File: src/rtl/core/sppb_pkg.sv
// ----------------------------------------------------------------------------
// Serial peek/poke bridge package
// Job codes and the job record passed from the command parser to the
// message sequencer.
// ----------------------------------------------------------------------------
package sppb_pkg;

  localparam int JOB_KIND_W = 3;

  // Work that one parsed input leaves for the sequencer.
  localparam logic [JOB_KIND_W-1:0] JOB_BAD_CMD  = 3'd0;
  localparam logic [JOB_KIND_W-1:0] JOB_BAD_ADDR = 3'd1;
  localparam logic [JOB_KIND_W-1:0] JOB_READ     = 3'd2;
  localparam logic [JOB_KIND_W-1:0] JOB_WRITE    = 3'd3;
  localparam logic [JOB_KIND_W-1:0] JOB_BAD_DATA = 3'd4;
  localparam logic [JOB_KIND_W-1:0] JOB_PEEK     = 3'd5;

  typedef struct packed {
    logic [JOB_KIND_W-1:0] kind;
    logic [31:0]           addr;
    logic [31:0]           data;
  } job_t;

  // Queue status seen by the parser and the sequencer.
  typedef struct packed {
    logic full;
    logic empty;
  } queue_status_t;

endpackage

File: src/rtl/core/sppb_if.sv
// ----------------------------------------------------------------------------
// Serial peek/poke bridge channels
// Valid/ready interfaces for the input items and the result items.
// ----------------------------------------------------------------------------
interface sppb_in_if;
  logic        valid;
  logic        ready;
  logic        func;
  logic [7:0]  rx_byte;
  logic [31:0] read_data;

  modport source (output valid, func, rx_byte, read_data, input ready);
  modport sink   (input valid, func, rx_byte, read_data, output ready);
endinterface

interface sppb_out_if;
  logic        valid;
  logic        ready;
  logic [1:0]  kind;
  logic [7:0]  tx_byte;
  logic [31:0] bus_address;
  logic [31:0] bus_write_data;
  logic        last;

  modport source (output valid, kind, tx_byte, bus_address, bus_write_data, last,
                  input ready);
  modport sink   (input valid, kind, tx_byte, bus_address, bus_write_data, last,
                  output ready);
endinterface

File: src/rtl/core/sppb_front.sv
// ----------------------------------------------------------------------------
// Serial peek/poke bridge command parser
// Accepts one transaction per cycle while the queue has room, tracks the
// command, address and data fields, and posts one job per input with a result.
// ----------------------------------------------------------------------------
module sppb_front #(
  parameter int HEX_DIGITS = 8
) (
  input  logic                   clk,
  input  logic                   rst_n,
  sppb_in_if.sink                in_ch,
  input  sppb_pkg::queue_status_t q_status,
  output logic                   push,
  output sppb_pkg::job_t         push_job
);
  import sppb_pkg::*;

  localparam int FIELD_LEN = HEX_DIGITS + 2;
  localparam int CW        = $clog2(FIELD_LEN) < 2 ? 2 : $clog2(FIELD_LEN);

  localparam logic [1:0] PH_CMD  = 2'd0;
  localparam logic [1:0] PH_ADDR = 2'd1;
  localparam logic [1:0] PH_DATA = 2'd2;
  localparam logic [1:0] PH_WAIT = 2'd3;

  localparam logic [31:0] WORD_PEEK = "peek";
  localparam logic [31:0] WORD_POKE = "poke";

  // Bit 4 flags a character that is not a hex digit.
  function automatic logic [4:0] hex_decode(logic [7:0] c);
    logic [4:0] v;
    v = 5'h10;
    if (c inside {[8'h30:8'h39]}) v = {1'b0, 4'(c - 8'h30)};
    else if (c inside {[8'h61:8'h66]}) v = {1'b0, 4'(c - 8'h57)};
    else if (c inside {[8'h41:8'h46]}) v = {1'b0, 4'(c - 8'h37)};
    return v;
  endfunction

  logic [1:0]    phase_r, phase_nxt;
  logic [CW-1:0] cnt_r, cnt_nxt;
  logic          is_poke_r, is_poke_nxt;
  logic [1:0]    match_r, match_nxt;
  logic [31:0]   addr_r, addr_nxt;
  logic          addr_ok_r, addr_ok_nxt;
  logic [31:0]   data_r, data_nxt;
  logic          data_ok_r, data_ok_nxt;

  logic          accept;
  logic [4:0]    digit;
  logic          in_window;
  logic          field_end;
  logic [1:0]    m;
  logic [1:0]    k;

  assign in_ch.ready = !q_status.full;
  assign accept      = in_ch.valid && in_ch.ready;
  assign digit       = hex_decode(in_ch.rx_byte);
  assign in_window   = (cnt_r >= CW'(1)) && (cnt_r <= CW'(HEX_DIGITS));
  assign field_end   = (cnt_r == CW'(FIELD_LEN - 1));
  assign k           = cnt_r[1:0];

  always_comb begin
    phase_nxt   = phase_r;
    cnt_nxt     = cnt_r;
    is_poke_nxt = is_poke_r;
    match_nxt   = match_r;
    addr_nxt    = addr_r;
    addr_ok_nxt = addr_ok_r;
    data_nxt    = data_r;
    data_ok_nxt = data_ok_r;
    push        = 1'b0;
    push_job    = '{kind: JOB_BAD_CMD, addr: addr_r, data: data_r};
    m           = match_r;

    if (accept) begin
      if (in_ch.func) begin
        if (phase_r == PH_WAIT) begin
          push          = 1'b1;
          push_job.kind = JOB_PEEK;
          push_job.data = in_ch.read_data;
          phase_nxt     = PH_CMD;
          cnt_nxt       = '0;
          match_nxt     = 2'b11;
        end
      end else begin
        case (phase_r)
          PH_CMD: begin
            if (in_ch.rx_byte != WORD_PEEK[{~k, 3'b000} +: 8]) m[0] = 1'b0;
            if (in_ch.rx_byte != WORD_POKE[{~k, 3'b000} +: 8]) m[1] = 1'b0;
            if (k == 2'd3) begin
              cnt_nxt     = '0;
              addr_nxt    = '0;
              addr_ok_nxt = 1'b1;
              data_nxt    = '0;
              data_ok_nxt = 1'b1;
              match_nxt   = 2'b11;
              if (m[0]) begin
                is_poke_nxt = 1'b0;
                phase_nxt   = PH_ADDR;
              end else if (m[1]) begin
                is_poke_nxt = 1'b1;
                phase_nxt   = PH_ADDR;
              end else begin
                push          = 1'b1;
                push_job.kind = JOB_BAD_CMD;
              end
            end else begin
              cnt_nxt   = cnt_r + CW'(1);
              match_nxt = m;
            end
          end
          PH_ADDR: begin
            if (in_window) begin
              if (digit[4]) addr_ok_nxt = 1'b0;
              else addr_nxt = {addr_r[27:0], digit[3:0]};
            end
            if (field_end) begin
              cnt_nxt = '0;
              if (is_poke_r) begin
                phase_nxt = PH_DATA;
              end else begin
                if (!addr_ok_nxt) begin
                  push          = 1'b1;
                  push_job.kind = JOB_BAD_ADDR;
                  phase_nxt     = PH_CMD;
                end else if (addr_nxt == 32'd0) begin
                  phase_nxt = PH_CMD;
                end else begin
                  push          = 1'b1;
                  push_job.kind = JOB_READ;
                  push_job.addr = addr_nxt;
                  phase_nxt     = PH_WAIT;
                end
                match_nxt = 2'b11;
              end
            end else begin
              cnt_nxt = cnt_r + CW'(1);
            end
          end
          PH_DATA: begin
            if (in_window) begin
              if (digit[4]) data_ok_nxt = 1'b0;
              else data_nxt = {data_r[27:0], digit[3:0]};
            end
            if (field_end) begin
              if (!addr_ok_r) begin
                push          = 1'b1;
                push_job.kind = JOB_BAD_ADDR;
              end else if (addr_r != 32'd0) begin
                push = 1'b1;
                if (data_ok_nxt) begin
                  push_job.kind = JOB_WRITE;
                  push_job.data = data_nxt;
                end else begin
                  push_job.kind = JOB_BAD_DATA;
                  push_job.data = '0;
                end
              end
              phase_nxt = PH_CMD;
              cnt_nxt   = '0;
              match_nxt = 2'b11;
            end else begin
              cnt_nxt = cnt_r + CW'(1);
            end
          end
          default: begin
            // Serial bytes while a read is outstanding are dropped.
          end
        endcase
      end
    end
  end

  always_ff @(posedge clk) begin
    if (!rst_n) begin
      phase_r   <= PH_CMD;
      cnt_r     <= '0;
      is_poke_r <= 1'b0;
      match_r   <= 2'b11;
      addr_r    <= '0;
      addr_ok_r <= 1'b1;
      data_r    <= '0;
      data_ok_r <= 1'b1;
    end else begin
      phase_r   <= phase_nxt;
      cnt_r     <= cnt_nxt;
      is_poke_r <= is_poke_nxt;
      match_r   <= match_nxt;
      addr_r    <= addr_nxt;
      addr_ok_r <= addr_ok_nxt;
      data_r    <= data_nxt;
      data_ok_r <= data_ok_nxt;
    end
  end

endmodule

File: src/rtl/core/sppb_job_fifo.sv
// ----------------------------------------------------------------------------
// Serial peek/poke bridge job queue
// Short register queue between the parser and the message sequencer.
// ----------------------------------------------------------------------------
module sppb_job_fifo #(
  parameter int DEPTH = 4
) (
  input  logic                    clk,
  input  logic                    rst_n,
  input  logic                    push,
  input  sppb_pkg::job_t          push_job,
  input  logic                    pop,
  output sppb_pkg::job_t          head_job,
  output sppb_pkg::queue_status_t status
);
  import sppb_pkg::*;

  localparam int PW = (DEPTH > 1) ? $clog2(DEPTH) : 1;
  localparam int NW = $clog2(DEPTH + 1);

  job_t          entry_r [DEPTH];
  logic [PW-1:0] wr_ptr_r, wr_ptr_nxt;
  logic [PW-1:0] rd_ptr_r, rd_ptr_nxt;
  logic [NW-1:0] count_r, count_nxt;

  assign status.full  = (count_r == NW'(DEPTH));
  assign status.empty = (count_r == '0);
  assign head_job     = entry_r[rd_ptr_r];

  always_comb begin
    wr_ptr_nxt = wr_ptr_r;
    rd_ptr_nxt = rd_ptr_r;
    count_nxt  = count_r;
    if (push) wr_ptr_nxt = (wr_ptr_r == PW'(DEPTH - 1)) ? '0 : wr_ptr_r + PW'(1);
    if (pop)  rd_ptr_nxt = (rd_ptr_r == PW'(DEPTH - 1)) ? '0 : rd_ptr_r + PW'(1);
    if (push && !pop) count_nxt = count_r + NW'(1);
    else if (pop && !push) count_nxt = count_r - NW'(1);
  end

  always_ff @(posedge clk) begin
    if (!rst_n) begin
      wr_ptr_r <= '0;
      rd_ptr_r <= '0;
      count_r  <= '0;
    end else begin
      wr_ptr_r <= wr_ptr_nxt;
      rd_ptr_r <= rd_ptr_nxt;
      count_r  <= count_nxt;
    end
  end

  always_ff @(posedge clk) begin
    if (push) entry_r[wr_ptr_r] <= push_job;
  end

  a_no_push_when_full: assert property (@(posedge clk) disable iff (!rst_n)
    push |-> !status.full)
    else $error("job pushed into a full queue");

  a_no_pop_when_empty: assert property (@(posedge clk) disable iff (!rst_n)
    pop |-> !status.empty)
    else $error("job popped from an empty queue");

  a_count_tracks_push: assert property (@(posedge clk) disable iff (!rst_n)
    (push && !pop) |=> (count_r == $past(count_r) + NW'(1)))
    else $error("queue fill count lost a push");

endmodule

File: src/rtl/core/sppb_back.sv
// ----------------------------------------------------------------------------
// Serial peek/poke bridge message sequencer
// Expands the job at the head of the queue into result transactions, one
// per cycle while the sink accepts them, through a registered output stage.
// ----------------------------------------------------------------------------
module sppb_back (
  input  logic                    clk,
  input  logic                    rst_n,
  input  sppb_pkg::job_t          head_job,
  input  sppb_pkg::queue_status_t q_status,
  output logic                    pop,
  sppb_out_if.source              out_ch
);
  import sppb_pkg::*;

  localparam logic [1:0] KIND_TX    = 2'd0;
  localparam logic [1:0] KIND_READ  = 2'd1;
  localparam logic [1:0] KIND_WRITE = 2'd2;

  localparam int LEN_BAD_CMD  = 21;
  localparam int LEN_BAD_ADDR = 14;
  localparam int LEN_BAD_DATA = 14;
  localparam int LEN_DONE     = 25;
  localparam int PEEK_DIGITS  = 8;

  localparam logic [8*LEN_BAD_CMD-1:0]  TXT_BAD_CMD  = {"INVALID INSTRUCTION!", 8'h00};
  localparam logic [8*LEN_BAD_ADDR-1:0] TXT_BAD_ADDR = {"INVALID ADDR!", 8'h00};
  localparam logic [8*LEN_BAD_DATA-1:0] TXT_BAD_DATA = {"INVALID DATA!", 8'h00};
  localparam logic [8*LEN_DONE-1:0]     TXT_DONE     = {8'h0A, "DONE! EVERYTHING IS OK!",
                                                        8'h00};
  localparam logic [7:0] HEX_ALPHA_BASE = 8'h57;

  typedef struct packed {
    logic [1:0]  kind;
    logic [7:0]  tx;
    logic [31:0] addr;
    logic [31:0] wdata;
    logic        last;
  } item_t;

  function automatic logic [7:0] bad_cmd_char(logic [4:0] p);
    logic [4:0] r;
    r = 5'(LEN_BAD_CMD - 1) - p;
    return TXT_BAD_CMD[{r, 3'b000} +: 8];
  endfunction

  function automatic logic [7:0] bad_addr_char(logic [3:0] p);
    logic [3:0] r;
    r = 4'(LEN_BAD_ADDR - 1) - p;
    return TXT_BAD_ADDR[{r, 3'b000} +: 8];
  endfunction

  function automatic logic [7:0] bad_data_char(logic [3:0] p);
    logic [3:0] r;
    r = 4'(LEN_BAD_DATA - 1) - p;
    return TXT_BAD_DATA[{r, 3'b000} +: 8];
  endfunction

  function automatic logic [7:0] done_char(logic [4:0] p);
    logic [4:0] r;
    r = 5'(LEN_DONE - 1) - p;
    return TXT_DONE[{r, 3'b000} +: 8];
  endfunction

  function automatic logic [7:0] hex_char(logic [3:0] d);
    return (d < 4'd10) ? (8'h30 + {4'd0, d}) : (HEX_ALPHA_BASE + {4'd0, d});
  endfunction

  logic [5:0] idx_r;
  logic       out_valid_r;
  item_t      out_r;
  item_t      itm;
  logic       load;
  logic [5:0] off1, off2, off10, off15;
  logic [2:0] nib;

  assign off1  = idx_r - 6'd1;
  assign off2  = idx_r - 6'd2;
  assign off10 = idx_r - 6'd10;
  assign off15 = idx_r - 6'd15;
  assign nib   = 3'(PEEK_DIGITS - 1) - off2[2:0];

  always_comb begin
    itm = '{kind: KIND_TX, tx: 8'h00, addr: 32'd0, wdata: 32'd0, last: 1'b0};
    case (head_job.kind)
      JOB_BAD_CMD: begin
        itm.tx   = bad_cmd_char(idx_r[4:0]);
        itm.last = (idx_r == 6'(LEN_BAD_CMD - 1));
      end
      JOB_BAD_ADDR: begin
        itm.tx   = bad_addr_char(idx_r[3:0]);
        itm.last = (idx_r == 6'(LEN_BAD_ADDR - 1));
      end
      JOB_READ: begin
        itm.kind = KIND_READ;
        itm.addr = head_job.addr;
        itm.last = 1'b1;
      end
      JOB_WRITE: begin
        if (idx_r == 6'd0) begin
          itm.kind  = KIND_WRITE;
          itm.addr  = head_job.addr;
          itm.wdata = head_job.data;
        end else begin
          itm.tx = done_char(off1[4:0]);
        end
        itm.last = (idx_r == 6'(LEN_DONE));
      end
      JOB_BAD_DATA: begin
        if (idx_r < 6'(LEN_BAD_DATA)) begin
          itm.tx = bad_data_char(idx_r[3:0]);
        end else if (idx_r == 6'(LEN_BAD_DATA)) begin
          itm.kind  = KIND_WRITE;
          itm.addr  = head_job.addr;
          itm.wdata = head_job.data;
        end else begin
          itm.tx = done_char(off15[4:0]);
        end
        itm.last = (idx_r == 6'(LEN_BAD_DATA + LEN_DONE));
      end
      JOB_PEEK: begin
        if (idx_r == 6'd0) itm.tx = 8'h30;
        else if (idx_r == 6'd1) itm.tx = 8'h78;
        else if (idx_r < 6'(PEEK_DIGITS + 2)) itm.tx = hex_char(head_job.data[{nib, 2'b00} +: 4]);
        else itm.tx = done_char(off10[4:0]);
        itm.last = (idx_r == 6'(PEEK_DIGITS + 2 + LEN_DONE - 1));
      end
      default: begin
        itm.last = 1'b1;
      end
    endcase
  end

  assign load = !q_status.empty && (!out_valid_r || out_ch.ready);
  assign pop  = load && itm.last;

  always_ff @(posedge clk) begin
    if (!rst_n) begin
      idx_r       <= '0;
      out_valid_r <= 1'b0;
    end else begin
      if (load) begin
        out_valid_r <= 1'b1;
        idx_r       <= itm.last ? 6'd0 : idx_r + 6'd1;
      end else if (out_ch.ready) begin
        out_valid_r <= 1'b0;
      end
    end
  end

  always_ff @(posedge clk) begin
    if (load) out_r <= itm;
  end

  assign out_ch.valid          = out_valid_r;
  assign out_ch.kind           = out_r.kind;
  assign out_ch.tx_byte        = out_r.tx;
  assign out_ch.bus_address    = out_r.addr;
  assign out_ch.bus_write_data = out_r.wdata;
  assign out_ch.last           = out_r.last;

endmodule

File: src/rtl/core/serial_peek_poke_command_bridge_core.sv
// Path: each job is registered in the queue; the message sequencer behind it
//   registers results in the output stage, one per cycle with a ready sink.
// Throughput: one input per cycle while the job queue has room; output rate is
//   one result per cycle with a ready sink, set by the single message sequencer.
// Reset: rst_n is synchronous and active low; it returns the parser to the
//   command word, empties the queue and drops any result in the output stage.
// ----------------------------------------------------------------------------
// Serial peek/poke bridge core
// Parses peek/poke command text from a serial byte stream and turns it into
// bus read and write requests and reply text.
// ----------------------------------------------------------------------------
module serial_peek_poke_command_bridge_core #(
  parameter int HEX_DIGITS  = 8,
  parameter int QUEUE_DEPTH = 4
) (
  input  logic       clk,
  input  logic       rst_n,
  sppb_in_if.sink    in_ch,
  sppb_out_if.source out_ch
);
  import sppb_pkg::*;

  // The front end sees every input transaction. Each one that produces any
  // result leaves exactly one job in the queue, so the last flag of a job's
  // final result also marks the last result of that input.
  job_t          push_job;
  job_t          head_job;
  logic          push;
  logic          pop;
  queue_status_t q_status;

  // Parser: command word matching, hex field accumulation and the
  // outstanding-read wait. It holds ready low only when the queue is full.
  sppb_front #(
    .HEX_DIGITS (HEX_DIGITS)
  ) u_front (
    .clk      (clk),
    .rst_n    (rst_n),
    .in_ch    (in_ch),
    .q_status (q_status),
    .push     (push),
    .push_job (push_job)
  );

  // Short queue so that parsing carries on while a long reply text drains.
  sppb_job_fifo #(
    .DEPTH (QUEUE_DEPTH)
  ) u_fifo (
    .clk      (clk),
    .rst_n    (rst_n),
    .push     (push),
    .push_job (push_job),
    .pop      (pop),
    .head_job (head_job),
    .status   (q_status)
  );

  // Sequencer: walks the head job one result per cycle while the sink is ready
  // into the output register, which doubles as skid stage for a stalled sink.
  sppb_back u_back (
    .clk      (clk),
    .rst_n    (rst_n),
    .head_job (head_job),
    .q_status (q_status),
    .pop      (pop),
    .out_ch   (out_ch)
  );

endmodule
File: src/flat_wrapper.sv
// flat-port wrapper written by rule: the top's interface ports become plain ports
module serial_peek_poke_command_bridge_core_flat import sppb_pkg::*;
#(
  parameter int HEX_DIGITS  = 8,
  parameter int QUEUE_DEPTH = 4
)
  (clk, rst_n, in_ch_valid, in_ch_func, in_ch_rx_byte, in_ch_read_data, in_ch_ready, out_ch_valid, out_ch_kind, out_ch_tx_byte, out_ch_bus_address, out_ch_bus_write_data, out_ch_last, out_ch_ready);
  sppb_in_if in_ch_i ();
  sppb_out_if out_ch_i ();
  input  logic clk;
  input  logic rst_n;
  input wire logic [$bits(in_ch_i.valid)-1:0] in_ch_valid;
  input wire logic [$bits(in_ch_i.func)-1:0] in_ch_func;
  input wire logic [$bits(in_ch_i.rx_byte)-1:0] in_ch_rx_byte;
  input wire logic [$bits(in_ch_i.read_data)-1:0] in_ch_read_data;
  output wire logic [$bits(in_ch_i.ready)-1:0] in_ch_ready;
  output wire logic [$bits(out_ch_i.valid)-1:0] out_ch_valid;
  output wire logic [$bits(out_ch_i.kind)-1:0] out_ch_kind;
  output wire logic [$bits(out_ch_i.tx_byte)-1:0] out_ch_tx_byte;
  output wire logic [$bits(out_ch_i.bus_address)-1:0] out_ch_bus_address;
  output wire logic [$bits(out_ch_i.bus_write_data)-1:0] out_ch_bus_write_data;
  output wire logic [$bits(out_ch_i.last)-1:0] out_ch_last;
  input wire logic [$bits(out_ch_i.ready)-1:0] out_ch_ready;
  assign in_ch_i.valid = in_ch_valid;
  assign in_ch_i.func = in_ch_func;
  assign in_ch_i.rx_byte = in_ch_rx_byte;
  assign in_ch_i.read_data = in_ch_read_data;
  assign in_ch_ready = in_ch_i.ready;
  assign out_ch_valid = out_ch_i.valid;
  assign out_ch_kind = out_ch_i.kind;
  assign out_ch_tx_byte = out_ch_i.tx_byte;
  assign out_ch_bus_address = out_ch_i.bus_address;
  assign out_ch_bus_write_data = out_ch_i.bus_write_data;
  assign out_ch_last = out_ch_i.last;
  assign out_ch_i.ready = out_ch_ready;
  serial_peek_poke_command_bridge_core #(.HEX_DIGITS(HEX_DIGITS), .QUEUE_DEPTH(QUEUE_DEPTH)) u_core (.clk(clk), .rst_n(rst_n), .in_ch(in_ch_i), .out_ch(out_ch_i));
endmodule
File: config.mk
export PLATFORM = sky130hd
export DESIGN_NAME = serial_peek_poke_command_bridge_core_flat
export DESIGN_NICKNAME = d
export VERILOG_FILES = /design/src/rtl/core/sppb_pkg.sv /design/src/rtl/core/sppb_if.sv /design/src/rtl/core/sppb_front.sv /design/src/rtl/core/sppb_job_fifo.sv /design/src/rtl/core/sppb_back.sv /design/src/rtl/core/serial_peek_poke_command_bridge_core.sv /design/src/flat_wrapper.sv
export SDC_FILE = /design/constraint.sdc
export NUM_CORES = 1
export LEC_CHECK = 0
export BUFFER_PORTS_ARGS = -buffer_cell sky130_fd_sc_hd__buf_4
export CORE_MARGIN = 1.5
export CORE_UTILIZATION = 44
export DETAILED_ROUTE_END_ITERATION = 12
export PLACE_DENSITY = 0.62
export SYNTH_ARGS = -nofsm -noshare
export SYNTH_HDL_FRONTEND = slang
export SYNTH_SLANG_ARGS = --single-unit
File: constraint.sdc
create_clock -name clk -period 10.2 [get_ports clk]
set_clock_uncertainty 0.05 [all_clocks]
set_input_delay 1.02 -clock clk [delete_from_list [all_inputs] [get_ports clk]]
set_output_delay 1.02 -clock clk [all_outputs]
set_load 0.05 [all_outputs]
==> reports/metrics.cfg, run 1 <==
[global_route]
grt-ovfl-total=0
grt_pass1_vias=13436
grt_max_degree=97
use_met2_pct=32.7
grt.busiest_layer=met2
grt_pass1_wl_um=79600
grtUsageMet3_pct=3.58
grt_usage_pct=20.8
antenna_found_initial=0
met1_usage_pct=30.0

[synthesis]
synth_top_cell_by_area=edfxtp_1
synthesis.nets=1664
yosys.area.top_type_share_pct=48.8
syn_inst=1580
netlist-cell-type-count=88
syn_area_um2=21100
ys_async_sr_fraction_pct=0
synthFlopType=edfxtp_1
synth_area_per_cell_um2=13.3
ys_seq_area_share_pct=57.4
synth_enable_flop_cells=342
synthTopCellsByArea=edfxtp_1 49%, mux4_2 9.0%, dfxtp_1 8.6%
yosys_warnings=0
synth_seq_cells=433

[cts]
cts_sinks=433
clk_latency_ns=0.59
cts_buffer_depth=3
numCtsBuffers=46
cts_htree_levels=2
root_buffer=clkbuf_16
cts_tree=yes
hold_buffers=0
path_clk_slew_ns=0.06
postCtsSetupBuffers=0
cts_resized=0

[worst_setup_path]
reg2reg_slack_ns=5.78
critPathRequiredTime_ns=10.48
critPathKind=flop to flop
critical_path_arrival_ns=4.70
cp_max_fo=30
endpoint_kind=flop
start_kind=flop

[run_status]
status=finished, final reports clean

[sta]
max_freq_ghz=0.226
finalSetupViolCount=0
worst_slack_ns=5.78
maxSlewHeadroom_pct=25.3
setup_tns_ns=0
hold_slack_ns=0.438
worstMarginPinSlew_ns=1.12
hold_viol=0
rsz0062_at_grt=false
fin_crit_ns=4.42
min_period_over_period_pct=43.3
final-max-slew-violation-count=0

[routing]
wire_per_inst_um=22.5
via_per_inst=5.97
routed_wl_um=51700
postRouteAntennaNets=0
dr.pass1.iters=5
drc=0
num_vias=13733
dr.first_iter.drc_count=1241

[die]
die_width_um=222
start_util_pct=45.0
die_h_um=222
pin_count=122
dieArea_um2=49200
rows=79
core_um2=46900

[cells_and_area]
drive_gt1_share_pct=21.4
final_area_um2=23900
layoutNonFillerInstCount=2299
diodes=0
area.growth.synth_to_final_pct=13.4
utilization_pct=51.0
final_nets=1739
layout_common_cells=342 x edfxtp_1, 143 x nor2b_1, 142 x buf_4
fillers=4059
layout_commonest_cell=edfxtp_1

[placed_design]
pre_cts_slack_ns=5.15
placed_area_um2=22400
numPortBuffers=120
place_hpwl_um=33800
gp_congestion=0.913
place_inst=2214

[pwr]
power_per_cell_area_nw_per_um2=218
fin_total_pwr_mw=5.21
vdd_drop_max_mv=0.158
leakage_nw=8.17

[hold_path]
hold_class=flop to flop

[flow_run]
cap_viol_max_count=0

## sequential cells by signal, indices dropped and copies added (netlist names), 3 cells and up, named ones only
name / count
u_core.u_back.idx_r: 6
u_core.u_fifo.count_r: 3
u_core.u_fifo.entry_r: 268
u_core.u_back.out_ch.bus_write_data: 32
u_core.u_front.cnt_r: 4
u_core.u_back.out_ch.tx_byte: 7
u_core.u_front.data_r: 32
u_core.u_front.addr_r: 32
u_core.u_back.out_ch.bus_address: 32
## per-layer routing
metal	wire length [um]	share of wire, %
met2	23900	46
met5	0	0
met3	2940	5.7
met4	1050	2.0
met1	23800	46
## synthesized netlist by cell type, types with 17 or more instances
master and instances:
edfxtp_1 342, nor2b_1 143, nand2_1 94, dfxtp_1 91
mux4_2 84, clkbuf_1 81, a21oi_1 76, a22oi_1 71
nor2_1 56, o21ai_0 51, ha_1 38, a221o_1 31
a22o_1 31, mux2_4 30, inv_1 29, nand3_1 27
xnor2_1 20, mux2i_1 18, nor3_1 17
## cell families after synthesis
| family | count (synthesis) | share of synthesized area, % |
|---|---|---|
| flops | 433 | 57.4 |
| simple gates | 431 | 11.2 |
| compound gates | 362 | 12.3 |
| buf+inv | 148 | 3.21 |
| mux | 139 | 12.3 |
| fa+ha+maj | 40 | 2.40 |
| xor+xnor | 26 | 1.08 |
| other cells | 1 | 0.0178 |
## where the power goes
| group | internal, mW | switching [mW] |
|---|---|---|
| combinational | 0.392 | 0.979 |
| clock | 0.947 | 0.693 |
| sequential | 2.13 | 0.0699 |
| total | 3.47 | 1.74 |
## critical path: stages (launching register included)
cell      delay (ns)
dfxtp_1         0.31
buf_4           0.32
clkinv_1        0.50
ha_1            0.45
buf_4           0.24
inv_1           0.45
o311ai_0        0.24
o211ai_1        0.60
a21boi_0        0.49
a221oi_1        0.15
a2111o_1        0.33
## final timing paths
| check | from | to | cells past startpoint |
|---|---|---|---|
| worst max-delay path | u_core.u_back.idx_r[2]$_SDFFE_PN0P_ | u_core.u_back.out_ch.tx_byte[4]$_DFFE_PP_ | 10 |
| worst min-delay path | u_core.u_fifo.rd_ptr_r[1]$_SDFFE_PN0P_ | flop | 2 |
| worst max register to register | u_core.u_back.idx_r[2]$_SDFFE_PN0P_ | u_core.u_back.out_ch.tx_byte[4]$_DFFE_PP_ | 10 |
| worst min register to register | u_core.u_fifo.rd_ptr_r[1]$_SDFFE_PN0P_ | flop | 2 |
## final cells by class
class	count	area, um^2	area share [%]
Inverter	33	124	0.518
Sequential cell	433	12100	50.6
Multi-Input combinational cell	999	8350	34.9
Clock inverter	27	288	1.20
Clock buffer	58	1210	5.05
Timing Repair Buffer	142	1070	4.46
Tap cell	607	759	3.18
No activity file was read; power rests on OpenSTA's default activity.
==> run 2: changes to the inputs <==
PLACE_DENSITY = 0.64   (was 0.62)
clock period = 3.7 ns   (was 10.2 ns; I/O delays follow)
==> reports/metrics.cfg, run 2 (synthesis gave the netlist of run 1 again) <==
[routing]
routed_wl_um=51400  ; was 51700 um
wire_per_inst_um=21.9  ; was 22.5 um
dr.first_iter.drc_count=1560  ; was 1241
drc=0  ; unchanged
via_per_inst=5.92  ; was 5.97
num_vias=13886  ; was 13733
postRouteAntennaNets=0  ; unchanged
dr.pass1.iters=8  ; was 5

[placed_design]
numPortBuffers=120  ; unchanged
gp_congestion=0.901  ; was 0.913
place_hpwl_um=34000  ; was 33800 um
placed_area_um2=22900  ; was 22400 um^2

[global_route]
grt_pass1_wl_um=79200  ; was 79600 um
grt_pass1_vias=13517  ; was 13436
grt_max_degree=97  ; unchanged
grt-ovfl-total=0  ; unchanged
antenna_found_initial=0  ; unchanged
grt_usage_pct=20.6  ; was 20.8%

[cells_and_area]
fillers=3977  ; was 4059
largest_reg_flops=268  ; unchanged
utilization_pct=52.0  ; was 51.0%
area.growth.synth_to_final_pct=15.7  ; was 13.4%
final_nets=1789  ; was 1739
diodes=0  ; unchanged
drive_gt1_share_pct=24.1  ; was 21.4%
layout_commonest_cell=edfxtp_1  ; unchanged
multi_input_area_um2=8350  ; about the same
ff_latch_area_um2=12100  ; unchanged
layout_common_cells=342 x edfxtp_1, 185 x buf_4, 143 x nor2b_1  ; was 342 x edfxtp_1, 143 x nor2b_1, 142 x buf_4
final_area_um2=24400  ; was 23900 um^2
largest-register=u_core.u_fifo.entry_r  ; unchanged

[sta]
fin_crit_ns=3.53  ; was 4.42 ns
setup_tns_ns=0  ; unchanged
hold_slack_ns=0.0804  ; was 0.438 ns
final-max-slew-violation-count=0  ; unchanged
hold_viol=0  ; unchanged
worstMarginPinSlew_ns=1.16  ; was 1.12 ns
maxSlewHeadroom_pct=22.3  ; was 25.3%
rsz0062_at_grt=false  ; unchanged
min_period_over_period_pct=95.4  ; was 43.3%
max_freq_ghz=0.283  ; was 0.226 GHz
finalSetupViolCount=0  ; unchanged

[worst_setup_path]
critPathTopFamily=compound AO/OA/AOI/OAI gates  ; unchanged
start_kind=flop  ; unchanged
r2r-start=u_core.u_front.cnt_r[0]$_SDFFE_PN0P_  ; was u_core.u_back.idx_r[2]$_SDFFE_PN0P_
cp_max_fo=5  ; was 30
reg2reg_depth=13  ; was 10
crit_cells=13  ; was 10
endpoint_kind=flop  ; unchanged
critPathKind=flop to flop  ; unchanged
max_stage_delay_ns=0.42  ; was 0.60 ns
worst_path_most_repeated_cell=inv_1  ; was buf_4
critical_path_arrival_ns=3.98  ; was 4.70 ns
cpMaxStageDelayCell=fa_1  ; was o211ai_1
reg2reg_slack_ns=0.17  ; was 5.78 ns
r2r_end=u_core.u_fifo.count_r[2]$_SDFFE_PN0P_  ; was u_core.u_back.out_ch.tx_byte[4]$_DFFE_PP_
critPathRequiredTime_ns=4.15  ; was 10.48 ns
cp_num_buf_inv=2  ; was 4
path_cells=inv_1, ha_1, and3_1, o2111a_1, o31a_1, a21o_1, a31oi_2, ha_2, inv_1, fa_1, xor2_1, or3_1, a21boi_0  ; was buf_4, clkinv_1, ha_1, buf_4, inv_1, o311ai_0, o211ai_1, a21boi_0, a221oi_1, a2111o_1

[hold_path]
hold_depth=4  ; was 2
holdPathEnd=u_core.u_back.out_ch.valid$_SDFFE_PN0P_
hp-start=out_ch_ready  ; was u_core.u_fifo.rd_ptr_r[1]$_SDFFE_PN0P_
hold_class=input port to flop  ; was flop to flop

[die]
pin_count=122  ; unchanged
start_util_pct=45.0  ; unchanged
rows=79  ; unchanged
die_h_um=222  ; unchanged
dieArea_um2=49200  ; unchanged
die_width_um=222  ; unchanged
core_um2=46900  ; unchanged

[flow_run]
cap_viol_max_count=0  ; unchanged

[pwr]
vdd_drop_max_mv=0.381  ; was 0.158 mV
fin_total_pwr_mw=14.5  ; was 5.21 mW
power_per_cell_area_nw_per_um2=593  ; was 218 nW/um^2
leakage_nw=8.45  ; was 8.17 nW

[run_status]
status=finished, final reports clean  ; unchanged

[cts]
cts_htree_levels=2  ; unchanged
root_buffer=clkbuf_16  ; unchanged
path_clk_slew_ns=0.07  ; was 0.06 ns
cts_buffer_depth=3  ; unchanged
cts_tree=yes  ; unchanged
cts_sinks=433  ; unchanged
clk_latency_ns=0.58  ; was 0.59 ns
numCtsBuffers=45  ; was 46

-- run 2: cell count changes in the layout (fill, tap and decap cells not counted), moves of 2 or more --
| cell | previous run | this run |
|---|---|---|
| buf_4 | 142 | 185 |
| buf_12 | 0 | 8 |
| clkbuf_1 | 11 | 5 |
| clkinv_2 | 7 | 12 |
| clkbuf_8 | 1 | 4 |
| clkinv_1 | 9 | 7 |
| clkinv_4 | 2 | 0 |
-- run 2: through the flow --
| step | instances | setup WS [ns] |
|---|---|---|
| after floorplan | 1580 | 0.162 |
| after global placement | 2262 | 0.186 |
| after detailed placement | 2262 | 0.0680 |
| after CTS | 2344 | 0.116 |
| after global routing | 2347 | 0.00381 |
| final | 2347 | 0.170 |
-- run 2: how the worst max path moves through the flow --
stage                                              start                                     to
floorplan           u_core.u_front.cnt_r[0]$_SDFFE_PN0P_  u_core.u_fifo.count_r[2]$_SDFFE_PN0P_
global placement                        in_ch_rx_byte[0]  u_core.u_fifo.count_r[2]$_SDFFE_PN0P_
detailed placement                      in_ch_rx_byte[0]  u_core.u_fifo.count_r[2]$_SDFFE_PN0P_
CTS                 u_core.u_front.cnt_r[0]$_SDFFE_PN0P_  u_core.u_fifo.count_r[2]$_SDFFE_PN0P_
global route        u_core.u_front.cnt_r[0]$_SDFFE_PN0P_  u_core.u_fifo.count_r[2]$_SDFFE_PN0P_
finish              u_core.u_front.cnt_r[0]$_SDFFE_PN0P_  u_core.u_fifo.count_r[2]$_SDFFE_PN0P_
-- run 2: tightest hold or removal path, delay by kind of cell --
family	cells	cell delay (ns)
buffers and inverters	2	0.14
AOI/OAI and AO/OA	1	0.06
and+or+nand+nor	1	0.06
-- run 2: where the power goes --
| part | switching, mW | total [mW] | internal, mW |
|---|---|---|---|
| clock | 1.87 | 4.48 | 2.61 |
| sequential | 0.161 | 6.03 | 5.87 |
| combinational | 2.78 | 3.95 | 1.17 |
| total | 4.81 | 14.5 | 9.65 |
-- run 2: timing repair --
action	4_1_cts	5_1_grt
setup endpoints to repair	0	1
setup buffers	0	3
endpoints found under the hold margin	0	0
hold buffers	0	0
resized for setup	0	2
-- run 2: layout make-up --
| class | count | share of cell area (%) |
|---|---|---|
| Clock buffer | 54 | 4.93 |
| Timing Repair Buffer | 193 | 6.36 |
| Clock inverter | 28 | 1.15 |
| Tap cell | 607 | 3.12 |
| Multi-Input combinational cell | 999 | 34.3 |
| Sequential cell | 433 | 49.7 |
| Inverter | 33 | 0.508 |
-- run 2: metal layers --
metal	global-route usage, %	vias to the layer above	wire [um]
met5	0	-	0
li1	-	6387	-
met3	3.75	76	3320
met1	30.0	6947	23500
met4	6.08	0	1170
met2	31.6	476	23400
==> run 3: changes to the inputs <==
CORE_UTILIZATION = 55   (was 44)
PLACE_DENSITY = 0.77   (was 0.64)
==> reports/metrics.cfg, run 3 (synthesis gave the netlist of run 1 again) <==
[die]
rows=71  ; was 79
core_um2=37700  ; was 46900 um^2
die_h_um=199  ; was 222 um
pin_count=122  ; unchanged
die_width_um=199  ; was 222 um
dieArea_um2=39500  ; was 49200 um^2
start_util_pct=55.9  ; was 45.0%

[cts]
cts_buffer_depth=3  ; unchanged
hold_buffers=0  ; unchanged
clk_latency_ns=0.58  ; about the same
root_buffer=clkbuf_16  ; unchanged
numCtsBuffers=44  ; was 45
cts_sinks=433  ; unchanged
cts_tree=yes  ; unchanged
cts_htree_levels=2  ; unchanged
path_clk_slew_ns=0.06  ; was 0.07 ns

[global_route]
grt_usage_pct=26.1  ; was 20.6%
grt-ovfl-total=0  ; unchanged
grt_pass1_vias=13668  ; was 13517
grt_pass1_wl_um=78600  ; was 79200 um
antenna_found_initial=0  ; unchanged
grt_max_degree=97  ; unchanged

[hold_path]
holdPathEnd=u_core.u_back.out_ch.valid$_SDFFE_PN0P_  ; unchanged
hold_depth=4  ; unchanged
hp-start=out_ch_ready  ; unchanged
hold_class=input port to flop  ; unchanged

[cells_and_area]
layoutNonFillerInstCount=2246  ; was 2347
multi_input_area_um2=8340  ; was 8350 um^2
fillers=2792  ; was 3977
area.growth.synth_to_final_pct=14.7  ; was 15.7%
largest_reg_flops=268  ; unchanged
layout_common_cells=342 x edfxtp_1, 181 x buf_4, 143 x nor2b_1  ; was 342 x edfxtp_1, 185 x buf_4, 143 x nor2b_1
drive_gt1_share_pct=23.4  ; was 24.1%
ff_latch_area_um2=12100  ; about the same
diodes=0  ; unchanged
largest-register=u_core.u_fifo.entry_r  ; unchanged
layout_commonest_cell=edfxtp_1  ; unchanged
final_nets=1785  ; was 1789

[run_status]
status=finished, final reports clean  ; unchanged

[worst_setup_path]
endpoint_kind=flop  ; unchanged
r2r_end=u_core.u_fifo.count_r[2]$_SDFFE_PN0P_  ; unchanged
critPathKind=flop to flop  ; unchanged
critPathRequiredTime_ns=4.14  ; was 4.15 ns
cp_max_fo=5  ; unchanged
reg2reg_depth=14  ; was 13
reg2reg_slack_ns=0.22  ; was 0.17 ns
start_kind=flop  ; unchanged
r2r-start=u_core.u_front.cnt_r[0]$_SDFFE_PN0P_  ; unchanged
critical_path_arrival_ns=3.92  ; was 3.98 ns

[routing]
via_per_inst=6.28  ; was 5.92
dr.pass1.iters=6  ; was 8
drc=0  ; unchanged
wire_per_inst_um=22.5  ; was 21.9 um
num_vias=14098  ; was 13886
postRouteAntennaNets=0  ; unchanged
routed_wl_um=50500  ; was 51400 um
dr.first_iter.drc_count=1378  ; was 1560

[sta]
rsz0062_at_grt=false  ; unchanged
fin_crit_ns=3.48  ; was 3.53 ns
min_period_over_period_pct=93.9  ; was 95.4%
finalSetupViolCount=0  ; unchanged
worstMarginPinSlew_ns=1.06  ; was 1.16 ns
max_freq_ghz=0.288  ; was 0.283 GHz
maxSlewHeadroom_pct=28.5  ; was 22.3%
hold_viol=0  ; unchanged
setup_tns_ns=0  ; unchanged
final-max-slew-violation-count=0  ; unchanged

[flow_run]
cap_viol_max_count=0  ; unchanged

[pwr]
power_per_cell_area_nw_per_um2=591  ; was 593 nW/um^2
vdd_drop_max_mv=0.366  ; was 0.381 mV
leakage_nw=8.40  ; was 8.45 nW

[placed_design]
numPortBuffers=120  ; unchanged
gp_congestion=0.945  ; was 0.901
place_inst=2165  ; was 2262
place_hpwl_um=33400  ; was 34000 um

==> run 3: worst max-delay path by stage <==
stage | start | end | depth (start not counted)
after floorplan | u_core.u_front.cnt_r[0]$_SDFFE_PN0P_ | u_core.u_fifo.count_r[2]$_SDFFE_PN0P_ | 15
after global placement | in_ch_rx_byte[0] | u_core.u_fifo.count_r[2]$_SDFFE_PN0P_ | 15
after detailed placement | in_ch_rx_byte[0] | u_core.u_fifo.count_r[2]$_SDFFE_PN0P_ | 15
after CTS | flop | u_core.u_fifo.count_r[2]$_SDFFE_PN0P_ | 13
after global routing | u_core.u_front.cnt_r[0]$_SDFFE_PN0P_ | u_core.u_fifo.count_r[2]$_SDFFE_PN0P_ | 14
final | u_core.u_front.cnt_r[0]$_SDFFE_PN0P_ | u_core.u_fifo.count_r[2]$_SDFFE_PN0P_ | 14
==> run 3: layer usage <==
metal	wire length [um]	up-vias	global-route usage, %	share of wire (%)
met5	0	-	0	0
met4	1280	0	7.97	2.5
met3	3790	87	4.88	7.5
met2	23800	621	41.0	47
met1	21600	7009	37.1	43
li1	-	6381	-	-
==> run 3: where the power goes <==
group          total [mW]  switching [mW]  internal (mW)
clock                4.36            1.81           2.55
sequential           6.02           0.152           5.87
combinational        3.90            2.75           1.15
==> run 3: through the flow <==
step | setup slack (ns) | instance area (um^2) | total power, mW | utilization (%) | hold slack, ns
after floorplan | 0.162 | 21100 | 8.84 | - | 0.404
final | 0.224 | 24200 | 14.3 | 64.2 | 0.0796
after CTS | 0.180 | 24200 | 14.4 | 64.1 | 0.0600
after global routing | 0.0201 | 24200 | 14.8 | 64.2 | 0.0820
after detailed placement | 0.162 | 22700 | 10.1 | 60.4 | 0.420
after global placement | 0.216 | 22700 | 9.99 | 60.4 | 0.413
==> run 3: cell type report <==
cell class,instances,area share (%)
sequential,433,50.1
multi-input combinational,999,34.5
timing repair buffer,190,6.37
clock buffer,61,4.94
tap,511,2.65
clock inverter,19,0.927
inverter,33,0.513
==> run 3: critical path, stage by stage (launching register included) <==
cell	delay, ns
dfxtp_2	0.34
inv_1	0.09
ha_1	0.18
nor2b_1	0.15
mux2_2	0.37
or3_1	0.44
nand2_4	0.10
nor2_1	0.04
a31oi_1	0.24
ha_1	0.25
inv_1	0.08
fa_1	0.42
xor2_1	0.17
or3_1	0.30
a21boi_0	0.17
==> run 3: what timing repair did <==
| action | 4_1_cts | 5_1_grt |
|---|---|---|
| resized for setup | 0 | 1 |
| setup buffers | 0 | 1 |
| endpoints found under the setup margin | 0 | 1 |
